===== config.mk =====
export PLATFORM = sky130hd
export DESIGN_NAME = pwm_channel_slot_allocator_core
export DESIGN_NICKNAME = d
export VERILOG_FILES = /design/src/rtl/pcsa_pkg.sv /design/src/rtl/pcsa_cell.sv /design/src/rtl/pcsa_ctrl.sv /design/src/rtl/pwm_channel_slot_allocator_core.sv
export SDC_FILE = /design/constraint.sdc
export NUM_CORES = 1
export LEC_CHECK = 0
export BUFFER_PORTS_ARGS = -buffer_cell sky130_fd_sc_hd__buf_2
export CORE_ASPECT_RATIO = 2
export CORE_UTILIZATION = 65
export CTS_BUF_LIST = sky130_fd_sc_hd__clkbuf_8
export CTS_CLUSTER_DIAMETER = 120
export DETAILED_ROUTE_END_ITERATION = 12
export GPL_ROUTABILITY_DRIVEN = 0
export PLACE_DENSITY = 0.81
export SYNTH_ARGS = -nofsm -noshare
export SYNTH_HDL_FRONTEND = slang
export SYNTH_HIERARCHICAL = 1
export SYNTH_SLANG_ARGS = --single-unit

===== constraint.sdc =====
create_clock -name aclk -period 9.02 [get_ports aclk]
set_input_delay 1.804 -clock aclk [delete_from_list [all_inputs] [get_ports aclk]]
set_output_delay 1.804 -clock aclk [all_outputs]
set_load 0.02 [all_outputs]

===== src/rtl/pcsa_pkg.sv =====
`timescale 1ns / 1ps
// ----------------------------------------------------------------------------
// pcsa_pkg
// Beat types, search token, cell update command and the compare word function
// shared by the PWM channel slot allocator.
// ----------------------------------------------------------------------------
package pcsa_pkg;

    localparam int POS_W = 3;

    localparam logic [15:0] POL_NORMAL = 16'h8000;
    localparam logic [15:0] CMP_MAX    = 16'h7FFF;
    localparam logic [3:0]  RES_RESET  = 4'd8;

    localparam logic CMD_WRITE = 1'b0;
    localparam logic CMD_STOP  = 1'b1;

    typedef struct packed {
        logic        command;
        logic [7:0]  pin;
        logic        pin_eligible;
        logic [15:0] duty;
    } in_beat_t;

    typedef struct packed {
        logic        ok;
        logic [1:0]  instance_index;
        logic [1:0]  channel_index;
        logic [15:0] compare_word;
        logic        newly_assigned;
        logic        reconfigure;
        logic        instance_active;
    } out_beat_t;

    typedef struct packed {
        logic             valid;
        logic [7:0]       pin;
        logic             held_found;
        logic [POS_W-1:0] held_inst;
        logic [POS_W-1:0] held_ch;
        logic             free_found;
        logic [POS_W-1:0] free_inst;
        logic [POS_W-1:0] free_ch;
        logic             cur_other;
        logic             held_other;
    } token_t;

    typedef struct packed {
        logic             we;
        logic [POS_W-1:0] inst;
        logic [POS_W-1:0] ch;
        logic             used;
        logic [7:0]       pin;
    } upd_t;

    function automatic logic [15:0] make_word(input logic [15:0] duty,
                                              input logic [3:0] res);
        logic [15:0] top;
        logic [15:0] word;
        top = 16'((17'd1 << res) - 17'd1);
        if (duty == 16'd0) begin
            word = POL_NORMAL;
        end else if (duty >= top) begin
            word = CMP_MAX | POL_NORMAL;
        end else begin
            word = duty | POL_NORMAL;
        end
        return word;
    endfunction

endpackage


===== src/rtl/pcsa_cell.sv =====
`timescale 1ns / 1ps
// ----------------------------------------------------------------------------
// pcsa_cell
// One channel slot: holds the used flag and pin, checks the passing search
// token against them and hands the token to the next slot.
// ----------------------------------------------------------------------------
module pcsa_cell #(
    parameter int INST_IDX = 0,
    parameter int CH_IDX   = 0,
    parameter int LAST_CH  = 0
) (
    input  logic              aclk,
    input  logic              aresetn,
    input  pcsa_pkg::token_t  tok_in,
    output pcsa_pkg::token_t  tok_out,
    input  pcsa_pkg::upd_t    upd
);
    import pcsa_pkg::*;

    localparam logic [POS_W-1:0] MY_INST = POS_W'(INST_IDX);
    localparam logic [POS_W-1:0] MY_CH   = POS_W'(CH_IDX);

    logic       used_reg;
    logic       used_next;
    logic [7:0] pin_reg;
    logic [7:0] pin_next;
    token_t     tok_reg;
    token_t     tok_next;
    logic       match;
    logic       sel;

    assign match = used_reg && (pin_reg == tok_in.pin);
    assign sel   = upd.we && (upd.inst == MY_INST) && (upd.ch == MY_CH);

    always_comb begin
        tok_next = tok_in;
        if (CH_IDX == 0) begin
            tok_next.cur_other = used_reg && !match;
        end else begin
            tok_next.cur_other = tok_in.cur_other | (used_reg && !match);
        end
        if (match && !tok_in.held_found) begin
            tok_next.held_found = 1'b1;
            tok_next.held_inst  = MY_INST;
            tok_next.held_ch    = MY_CH;
        end
        if (!used_reg && !tok_in.free_found) begin
            tok_next.free_found = 1'b1;
            tok_next.free_inst  = MY_INST;
            tok_next.free_ch    = MY_CH;
        end
        // close out the instance: remember whether the held slot has company
        if ((LAST_CH != 0) && tok_next.held_found && (tok_next.held_inst == MY_INST)) begin
            tok_next.held_other = tok_next.cur_other;
        end
    end

    always_comb begin
        used_next = used_reg;
        pin_next  = pin_reg;
        if (sel) begin
            used_next = upd.used;
            if (upd.used) begin
                pin_next = upd.pin;
            end
        end
    end

    always_ff @(posedge aclk) begin
        if (!aresetn) begin
            used_reg <= 1'b0;
            tok_reg  <= '0;
        end else begin
            used_reg <= used_next;
            tok_reg  <= tok_next;
        end
    end

    always_ff @(posedge aclk) begin
        pin_reg <= pin_next;
    end

    assign tok_out = tok_reg;

endmodule


===== src/rtl/pcsa_ctrl.sv =====
`timescale 1ns / 1ps
// ----------------------------------------------------------------------------
// pcsa_ctrl
// Request sequencer: takes a command beat, launches the search token into the
// slot chain, decides the outcome, updates the chosen slot and holds the result.
// ----------------------------------------------------------------------------
module pcsa_ctrl #(
    parameter int PIN_BITS = 8
) (
    input  logic                aclk,
    input  logic                aresetn,
    input  logic                s_valid,
    output logic                s_ready,
    input  pcsa_pkg::in_beat_t  s_data,
    output logic                m_valid,
    input  logic                m_ready,
    output pcsa_pkg::out_beat_t m_data,
    input  logic                cfg_valid,
    output logic                cfg_ready,
    input  logic [3:0]          cfg_data,
    output pcsa_pkg::token_t    tok_launch,
    input  pcsa_pkg::token_t    tok_end,
    output pcsa_pkg::upd_t      upd
);
    import pcsa_pkg::*;

    localparam logic [7:0] PIN_MASK =
        (PIN_BITS >= 8) ? 8'hFF : 8'((17'd1 << PIN_BITS) - 17'd1);

    typedef enum logic [1:0] {
        ST_IDLE,
        ST_SEARCH,
        ST_DONE
    } state_t;

    state_t    state_reg,  state_next;
    logic      cmd_reg,    cmd_next;
    logic      elig_reg,   elig_next;
    logic [15:0] duty_reg, duty_next;
    logic [7:0]  pin_reg,  pin_next;
    logic [3:0]  res_reg,  res_next;
    token_t    tok_reg,    tok_next;
    token_t    end_reg,    end_next;
    logic      m_valid_reg, m_valid_next;
    out_beat_t m_data_reg,  m_data_next;

    out_beat_t result;
    upd_t      upd_c;
    logic      out_free;
    logic      accept;

    assign s_ready   = (state_reg == ST_IDLE);
    assign cfg_ready = 1'b1;
    assign accept    = s_valid && s_ready;
    assign out_free  = !m_valid_reg || m_ready;

    // outcome of the finished search
    always_comb begin
        result = '0;
        upd_c  = '0;
        upd_c.pin = pin_reg;
        case (cmd_reg)
            CMD_WRITE: begin
                if (elig_reg && end_reg.held_found) begin
                    result.ok              = 1'b1;
                    result.instance_index  = end_reg.held_inst[1:0];
                    result.channel_index   = end_reg.held_ch[1:0];
                    result.compare_word    = make_word(duty_reg, res_reg);
                    result.instance_active = 1'b1;
                end else if (elig_reg && end_reg.free_found) begin
                    result.ok              = 1'b1;
                    result.instance_index  = end_reg.free_inst[1:0];
                    result.channel_index   = end_reg.free_ch[1:0];
                    result.compare_word    = make_word(duty_reg, res_reg);
                    result.newly_assigned  = 1'b1;
                    result.reconfigure     = 1'b1;
                    result.instance_active = 1'b1;
                    upd_c.we   = 1'b1;
                    upd_c.inst = end_reg.free_inst;
                    upd_c.ch   = end_reg.free_ch;
                    upd_c.used = 1'b1;
                end
            end
            CMD_STOP: begin
                if (end_reg.held_found) begin
                    result.ok              = 1'b1;
                    result.instance_index  = end_reg.held_inst[1:0];
                    result.channel_index   = end_reg.held_ch[1:0];
                    result.compare_word    = POL_NORMAL;
                    result.reconfigure     = end_reg.held_other;
                    result.instance_active = end_reg.held_other;
                    upd_c.we   = 1'b1;
                    upd_c.inst = end_reg.held_inst;
                    upd_c.ch   = end_reg.held_ch;
                    upd_c.used = 1'b0;
                end
            end
            default: begin
                result = '0;
            end
        endcase
    end

    always_comb begin
        state_next   = state_reg;
        cmd_next     = cmd_reg;
        elig_next    = elig_reg;
        duty_next    = duty_reg;
        pin_next     = pin_reg;
        res_next     = res_reg;
        tok_next     = '0;
        end_next     = end_reg;
        m_valid_next = m_valid_reg && !m_ready;
        m_data_next  = m_data_reg;
        upd          = '0;

        if (cfg_valid && (cfg_data != 4'd0)) begin
            res_next = cfg_data;
        end

        case (state_reg)
            ST_IDLE: begin
                if (accept) begin
                    cmd_next     = s_data.command;
                    elig_next    = s_data.pin_eligible;
                    duty_next    = s_data.duty;
                    pin_next     = s_data.pin & PIN_MASK;
                    tok_next.valid = 1'b1;
                    tok_next.pin   = s_data.pin & PIN_MASK;
                    state_next   = ST_SEARCH;
                end
            end
            ST_SEARCH: begin
                if (tok_end.valid) begin
                    end_next   = tok_end;
                    state_next = ST_DONE;
                end
            end
            ST_DONE: begin
                if (out_free) begin
                    m_valid_next = 1'b1;
                    m_data_next  = result;
                    upd          = upd_c;
                    state_next   = ST_IDLE;
                end
            end
            default: begin
                state_next = ST_IDLE;
            end
        endcase
    end

    always_ff @(posedge aclk) begin
        if (!aresetn) begin
            state_reg   <= ST_IDLE;
            res_reg     <= RES_RESET;
            tok_reg     <= '0;
            m_valid_reg <= 1'b0;
        end else begin
            state_reg   <= state_next;
            res_reg     <= res_next;
            tok_reg     <= tok_next;
            m_valid_reg <= m_valid_next;
        end
    end

    always_ff @(posedge aclk) begin
        cmd_reg    <= cmd_next;
        elig_reg   <= elig_next;
        duty_reg   <= duty_next;
        pin_reg    <= pin_next;
        end_reg    <= end_next;
        m_data_reg <= m_data_next;
    end

    assign tok_launch = tok_reg;
    assign m_valid    = m_valid_reg;
    assign m_data     = m_data_reg;

endmodule


===== src/rtl/pwm_channel_slot_allocator_core.sv =====
`timescale 1ns / 1ps
// ----------------------------------------------------------------------------
// pwm_channel_slot_allocator_core
// PWM channel slot allocator: a chain of slot cells walked by a search token,
// instance-major, followed by a decision and at most one slot update.
// ----------------------------------------------------------------------------
// path: launch token register, each slot cell's token register, end_reg, then the output register
// a new beat is taken only in ST_IDLE, after the previous result is registered;
//   the token walks the slot chain one cell per cycle
// a finished result waits in the output register while the next beat searches
// reset: synchronous active low, all slots free, resolution 8, no beat pending
module pwm_channel_slot_allocator_core #(
    parameter int INSTANCES = 3,
    parameter int CHANNELS  = 4,
    parameter int PIN_BITS  = 8
) (
    input  logic                aclk,
    input  logic                aresetn,
    input  logic                s_valid,
    output logic                s_ready,
    input  pcsa_pkg::in_beat_t  s_data,
    output logic                m_valid,
    input  logic                m_ready,
    output pcsa_pkg::out_beat_t m_data,
    input  logic                cfg_valid,
    output logic                cfg_ready,
    input  logic [3:0]          cfg_data
);
    import pcsa_pkg::*;

    localparam int SLOTS = INSTANCES * CHANNELS;

    token_t tok [0:SLOTS];
    upd_t   upd;

    pcsa_ctrl #(
        .PIN_BITS(PIN_BITS)
    ) u_ctrl (
        .aclk      (aclk),
        .aresetn   (aresetn),
        .s_valid   (s_valid),
        .s_ready   (s_ready),
        .s_data    (s_data),
        .m_valid   (m_valid),
        .m_ready   (m_ready),
        .m_data    (m_data),
        .cfg_valid (cfg_valid),
        .cfg_ready (cfg_ready),
        .cfg_data  (cfg_data),
        .tok_launch(tok[0]),
        .tok_end   (tok[SLOTS]),
        .upd       (upd)
    );

    for (genvar i = 0; i < SLOTS; i++) begin : g_slot
        pcsa_cell #(
            .INST_IDX(i / CHANNELS),
            .CH_IDX  (i % CHANNELS),
            .LAST_CH ((i % CHANNELS) == (CHANNELS - 1))
        ) u_cell (
            .aclk   (aclk),
            .aresetn(aresetn),
            .tok_in (tok[i]),
            .tok_out(tok[i+1]),
            .upd    (upd)
        );
    end

    // one request in flight
    assert property (@(posedge aclk) disable iff (!aresetn)
        (s_valid && s_ready) |=> !s_ready)
        else $error("beat accepted while a search is in flight");

    // failed requests report nothing else
    assert property (@(posedge aclk) disable iff (!aresetn)
        (m_valid && !m_data.ok) |-> (m_data.compare_word == 16'd0 &&
            !m_data.newly_assigned && !m_data.reconfigure && !m_data.instance_active))
        else $error("failed result carries data");

    // normal polarity bit always set on success
    assert property (@(posedge aclk) disable iff (!aresetn)
        (m_valid && m_data.ok) |-> m_data.compare_word[15])
        else $error("compare word lost polarity bit");

    // a fresh channel always restarts a running instance
    assert property (@(posedge aclk) disable iff (!aresetn)
        (m_valid && m_data.newly_assigned) |-> (m_data.ok && m_data.reconfigure &&
            m_data.instance_active))
        else $error("new channel without reconfigure");

    // reconfigure only where the instance stays active
    assert property (@(posedge aclk) disable iff (!aresetn)
        (m_valid && m_data.reconfigure) |-> m_data.instance_active)
        else $error("reconfigure of a stopped instance");

endmodule

==> results of run 1 <==
==> report_power, final <==
group          internal (mW)  total [mW]  leakage, nW  switching, mW
registers               2.24        2.26         4.29         0.0176
logic                 0.0463       0.118         3.00         0.0715
clock network          0.809        1.56        0.729          0.747
==> how the worst max path moves through the flow <==
| stage | slack, ns | from | cells after the start | end |
|---|---|---|---|---|
| finish | 5.38 | u_ctrl/res_reg[3] | 13 | u_ctrl/m_data[17] |
| global route | 5.16 | u_ctrl/res_reg[3] | 13 | u_ctrl/m_data[17] |
| CTS | 5.42 | u_ctrl/res_reg[3] | 13 | u_ctrl/m_data[17] |
| detailed placement | 4.94 | m_ready | 6 | g_slot[1].u_cell/pin_reg[3] |
| global placement | 5.00 | m_ready | 6 | g_slot[5].u_cell/pin_reg[1] |
| floorplan | 5.41 | m_ready | 6 | g_slot[1].u_cell/pin_reg[0] |
==> layout make-up <==
| cell class | instances | area, µm² |
|---|---|---|
| repair buffers | 63 | 329 |
| flip-flops and latches | 477 | 11200 |
| clock inverters | 37 | 214 |
| fillers | 1705 | 7000 |
| well taps | 340 | 425 |
| inverters | 45 | 169 |
| multi-input cells | 765 | 5330 |
| clock buffers | 75 | 1030 |
==> layer usage <==
metal	track usage [%]	wire length, µm	up-vias
met2	50.0	18800	291
met1	22.9	10600	4729
li1	-	-	4755
met3	4.30	1340	136
met4	20.2	2680	0
met5	0	0	-
==> results.json, run 1 <==
{
  "outcome": "finished, final reports clean",
  "final_cell_mix": "dfxtp_1, edfxtp_1, and2_1",
  "worstPathArrival_ns": 4.00,
  "drv_cap": 0,
  "fp-row-count": 83,
  "cts_hold_buf": 0,
  "ctsResizeCount": 0,
  "rr_endpoint": "u_ctrl/m_data[17]",
  "finish.instance_area_um2": 18700,
  "grtUsageTotal_pct": 26.1,
  "setup_violations": 0,
  "critPathMaxFanout": 15,
  "fin_crit_sh_pct": 40.3,
  "fp.dieW_um": 116,
  "fmax_mhz": 275,
  "place_ws_ns": 4.94,
  "clockBufferDepth": 3,
  "grt_pass1_wl_mm": 51.4,
  "critical_path.slowest_cell": "dfxtp_1",
  "clk_latency_ns": 0.63,
  "power.total_mw": 3.93,
  "synth_cells": 1327,
  "holdPathStages": 1,
  "cpPeakStageDelay_ns": 0.44,
  "dpl-instance-area_um2": 17400,
  "rrSetupSlack_ns": 5.38,
  "dp.cells": 1690,
  "finalHoldViolCount": 0,
  "crit_type": "reg -> reg",
  "fin_nets": 1464,
  "tightestPinTransition_ns": 1.05,
  "htree_levels": 2,
  "drive_above_1_share_pct": 14.0,
  "maxSlewViolCount": 0,
  "worstHoldStart": "g_slot[5].u_cell/tok_out[2]",
  "path_cells": "nor2_1 > nand2_1 > ha_1 > or2_2 > o21ai_0 > a22o_1 > a21oi_1 > ha_1 > nand2_1 > o21ai_0 > a221oi_2 > nand3_2 > o21a_1",
  "leakagePower_nw": 8.02,
  "period_minus_slack_ns": 3.64,
  "layout.cells.non_filler": 1802,
  "start_util_pct": 65.9,
  "io_pins": 62,
  "avgRoutedWirePerCell_um": 18.6,
  "drc_errors": 0,
  "grt_max_degree": 112,
  "drtAntennaViolNets": 0,
  "root_buffer": "clkbuf_8",
  "antenna_found_initial": 0,
  "irDropWorstVdd_uv": 124,
  "wirelength_mm": 33.5,
  "vias": 9911,
  "antenna_cells": 0,
  "path_clk_slew_ns": 0.07,
  "fin_hold_ws_ns": 0.399,
  "cts_tree": "done",
  "totalNegativeSetupSlack_ns": 0,
  "largest_reg_flops": 289,
  "clock_skew_ns": 0.0315,
  "rsz0062_at_grt": "no",
  "start_kind": "flip-flop",
  "worstSetupEndpointType": "flip-flop",
  "cts-buffers-inserted": 60,
  "dieArea_um2": 26700,
  "hp-class": "reg -> reg",
  "holdPathEnd": "g_slot[6].u_cell/tok_out[2]",
  "synth_warnings": 6,
  "cts_sinks": 477,
  "pwr_density_cell_nw_per_um2": 211,
  "drtPass1Iterations": 5,
  "grt_pass1_vias": 10200,
  "synth.avg_cell_area_um2": 12.7,
  "maxSlewHeadroom_pct": 30.0,
  "crit_required_ns": 9.38,
  "drtIter0Drc": 564,
  "setup_slack_ns": 5.38,
  "core_um2": 25700,
  "port_buffers": 60,
  "avgViaCountPerCell": 5.50,
  "grt_overflow": 0,
  "die_h_um": 230,
  "area_growth_syn_to_layout_pct": 10.3,
  "dp_hpwl_mm": 23.4,
  "r2r_start": "u_ctrl/res_reg[3]",
  "final_common_cell": "dfxtp_1",
  "postCtsSetupRepairBufs": 0,
  "syn_area_um2": 16900,
  "cp_num_buf_inv": 0,
  "final_util_pct": 72.7,
  "critPathTopFamily": "simple AND/OR/NAND/NOR gates",
  "r2r_cells": 13
}
(Power assumes the default switching activity.)
==> inputs of run 2 (changes only) <==
Settings changed: ABC_AREA from default to 1, CORE_UTILIZATION 65 to 58, PLACE_DENSITY 0.81 to 0.76.
Clock period 9.02 ns to 3.1 ns, I/O delays scaled along.
==> results.json, run 2 <==
{
  "vias": 12600,
  "totalNegativeSetupSlack_ns": 0,
  "synth_cells": 2037,
  "antenna_found_initial": 0,
  "fp.dieW_um": 127,
  "root_buffer": "clkbuf_8",
  "drtIter0Drc": 625,
  "irDropWorstVdd_uv": 407,
  "fmax_mhz": 345,
  "finish.instance_area_um2": 20300,
  "dpl-instance-area_um2": 18800,
  "largest_reg_flops": 289,
  "place_ws_ns": 0.146,
  "outcome": "finished, final reports clean",
  "fin_crit_sh_pct": 93.6,
  "clock_skew_ns": 0.0264,
  "cpPeakStageDelay_ns": 0.63,
  "num-fill-cells": 2377,
  "wirelength_mm": 37.9,
  "syn_area_um2": 18000,
  "final_cell_mix": "inv_1, nand2_1, dfxtp_1",
  "fp-row-count": 91,
  "synth.avg_cell_area_um2": 8.85,
  "cts_tree": "done",
  "clockBufferDepth": 3,
  "cts_hold_buf": 0,
  "rrSetupSlack_ns": 0.20,
  "crit_type": "reg -> reg",
  "drv_cap": 0,
  "start_util_pct": 58.7,
  "grtUsageTotal_pct": 24.6,
  "start_kind": "flip-flop",
  "drtAntennaViolNets": 0,
  "pwr_density_cell_nw_per_um2": 608,
  "drive_above_1_share_pct": 12.3,
  "clk_latency_ns": 0.63,
  "path_clk_slew_ns": 0.07,
  "worstSetupEndpointType": "flip-flop",
  "avgRoutedWirePerCell_um": 14.7,
  "fin_hold_ws_ns": 0.160,
  "grt_pass1_vias": 12600,
  "core_um2": 30700,
  "die_h_um": 251,
  "worstPathArrival_ns": 3.19,
  "cts-buffers-inserted": 60,
  "period_minus_slack_ns": 2.90,
  "crit_required_ns": 3.38,
  "cts_sinks": 477,
  "antenna_cells": 0,
  "tightestPinTransition_ns": 0.820,
  "grt_max_degree": 78,
  "setup_violations": 0,
  "final_common_cell": "inv_1",
  "avgViaCountPerCell": 4.88,
  "area_growth_syn_to_layout_pct": 12.5,
  "fin_nets": 2214,
  "hp-class": "in -> reg",
  "grt_overflow": 0,
  "drtPass1Iterations": 5,
  "drc_errors": 0,
  "maxSlewHeadroom_pct": 45.1,
  "port_buffers": 60,
  "dp_hpwl_mm": 27.1,
  "maxSlewViolCount": 0,
  "critical_path.slowest_cell": "nor2_1",
  "finalHoldViolCount": 0,
  "critPathTopFamily": "simple AND/OR/NAND/NOR gates",
  "rsz0062_at_grt": "no",
  "grt_pass1_wl_mm": 59.4,
  "htree_levels": 2,
  "dieArea_um2": 31800,
  "leakagePower_nw": 9.63,
  "setup_slack_ns": 0.198,
  "synth_warnings": 6,
  "io_pins": 62,
  "dp.cells": 2471,
  "layout.cells.non_filler": 2585,
  "critPathMaxFanout": 11,
  "cp_num_buf_inv": 0,
  "path_cells": "nor3_4 > a22oi_1 > nor2_1 > nand3_1 > nor4_1 > and2_1"
}
[run 2: changes by cell type in the layout (fill, tap and decap cells not counted), sizes merged, moves of 24 or more]
cell    previous run  this run
inv               67       526
nand2             71       483
nor2              46       253
and2             166         2
a21oi             25        89
o21a              63         0
and3              55         0
xor2              57         4
nand3              1        49
a21boi            25         0
xnor2             40        16
[run 2: final cells by class]
| cell class | instances | area (µm²) | area share (%) |
|---|---|---|---|
| sequential | 477 | 11200 | 55.0 |
| multi-input combinational | 1017 | 4720 | 23.2 |
| inverter | 522 | 1960 | 9.66 |
| clock buffer | 72 | 991 | 4.88 |
| timing repair buffer | 84 | 508 | 2.50 |
| clock inverter | 41 | 495 | 2.44 |
| tap | 372 | 465 | 2.29 |
[run 2: power breakdown]
group	total [mW]	internal [mW]	switching [mW]
clock	5.32	3.06	2.26
sequential	6.56	6.52	0.0461
combinational	0.445	0.151	0.294
[run 2: layer usage]
metal  part of all wire [%]  vias up  GRT usage (%)
met3                    3.8      172           3.23
met1                     31     5792           20.5
met2                     56      359           49.1
met5                      0        -              0
met4                    8.8        0           21.2
li1                       -     6292              -
[run 2: repair_timing]
action / CTS / global route
setup endpoints to repair: 0 / 4
gates resized for setup: 0 / 1
endpoints found under the hold margin: 0 / 0
buffers inserted: 0 / 1
[run 2: worst paths after layout]
path,from,endpoint,cells after the start
hold reg to reg,g_slot[11].u_cell/tok_out[0],u_ctrl/end_reg[0],0
setup / recovery,u_ctrl/end_reg[15],g_slot[8].u_cell/pin_reg[3],6
setup reg to reg,u_ctrl/end_reg[15],g_slot[8].u_cell/pin_reg[3],6
hold / removal,s_data[13],u_ctrl/duty_reg[13],1
[run 2: metrics by stage]
step / utilization [%] / power (mW)
2_1_floorplan: - / 7.01
3_3_place_gp: 61.1 / 7.11
3_5_place_dp: 61.1 / 7.13
4_1_cts: 65.9 / 12.4
5_1_grt: 66.0 / 12.7
6_report: 66.0 / 12.3
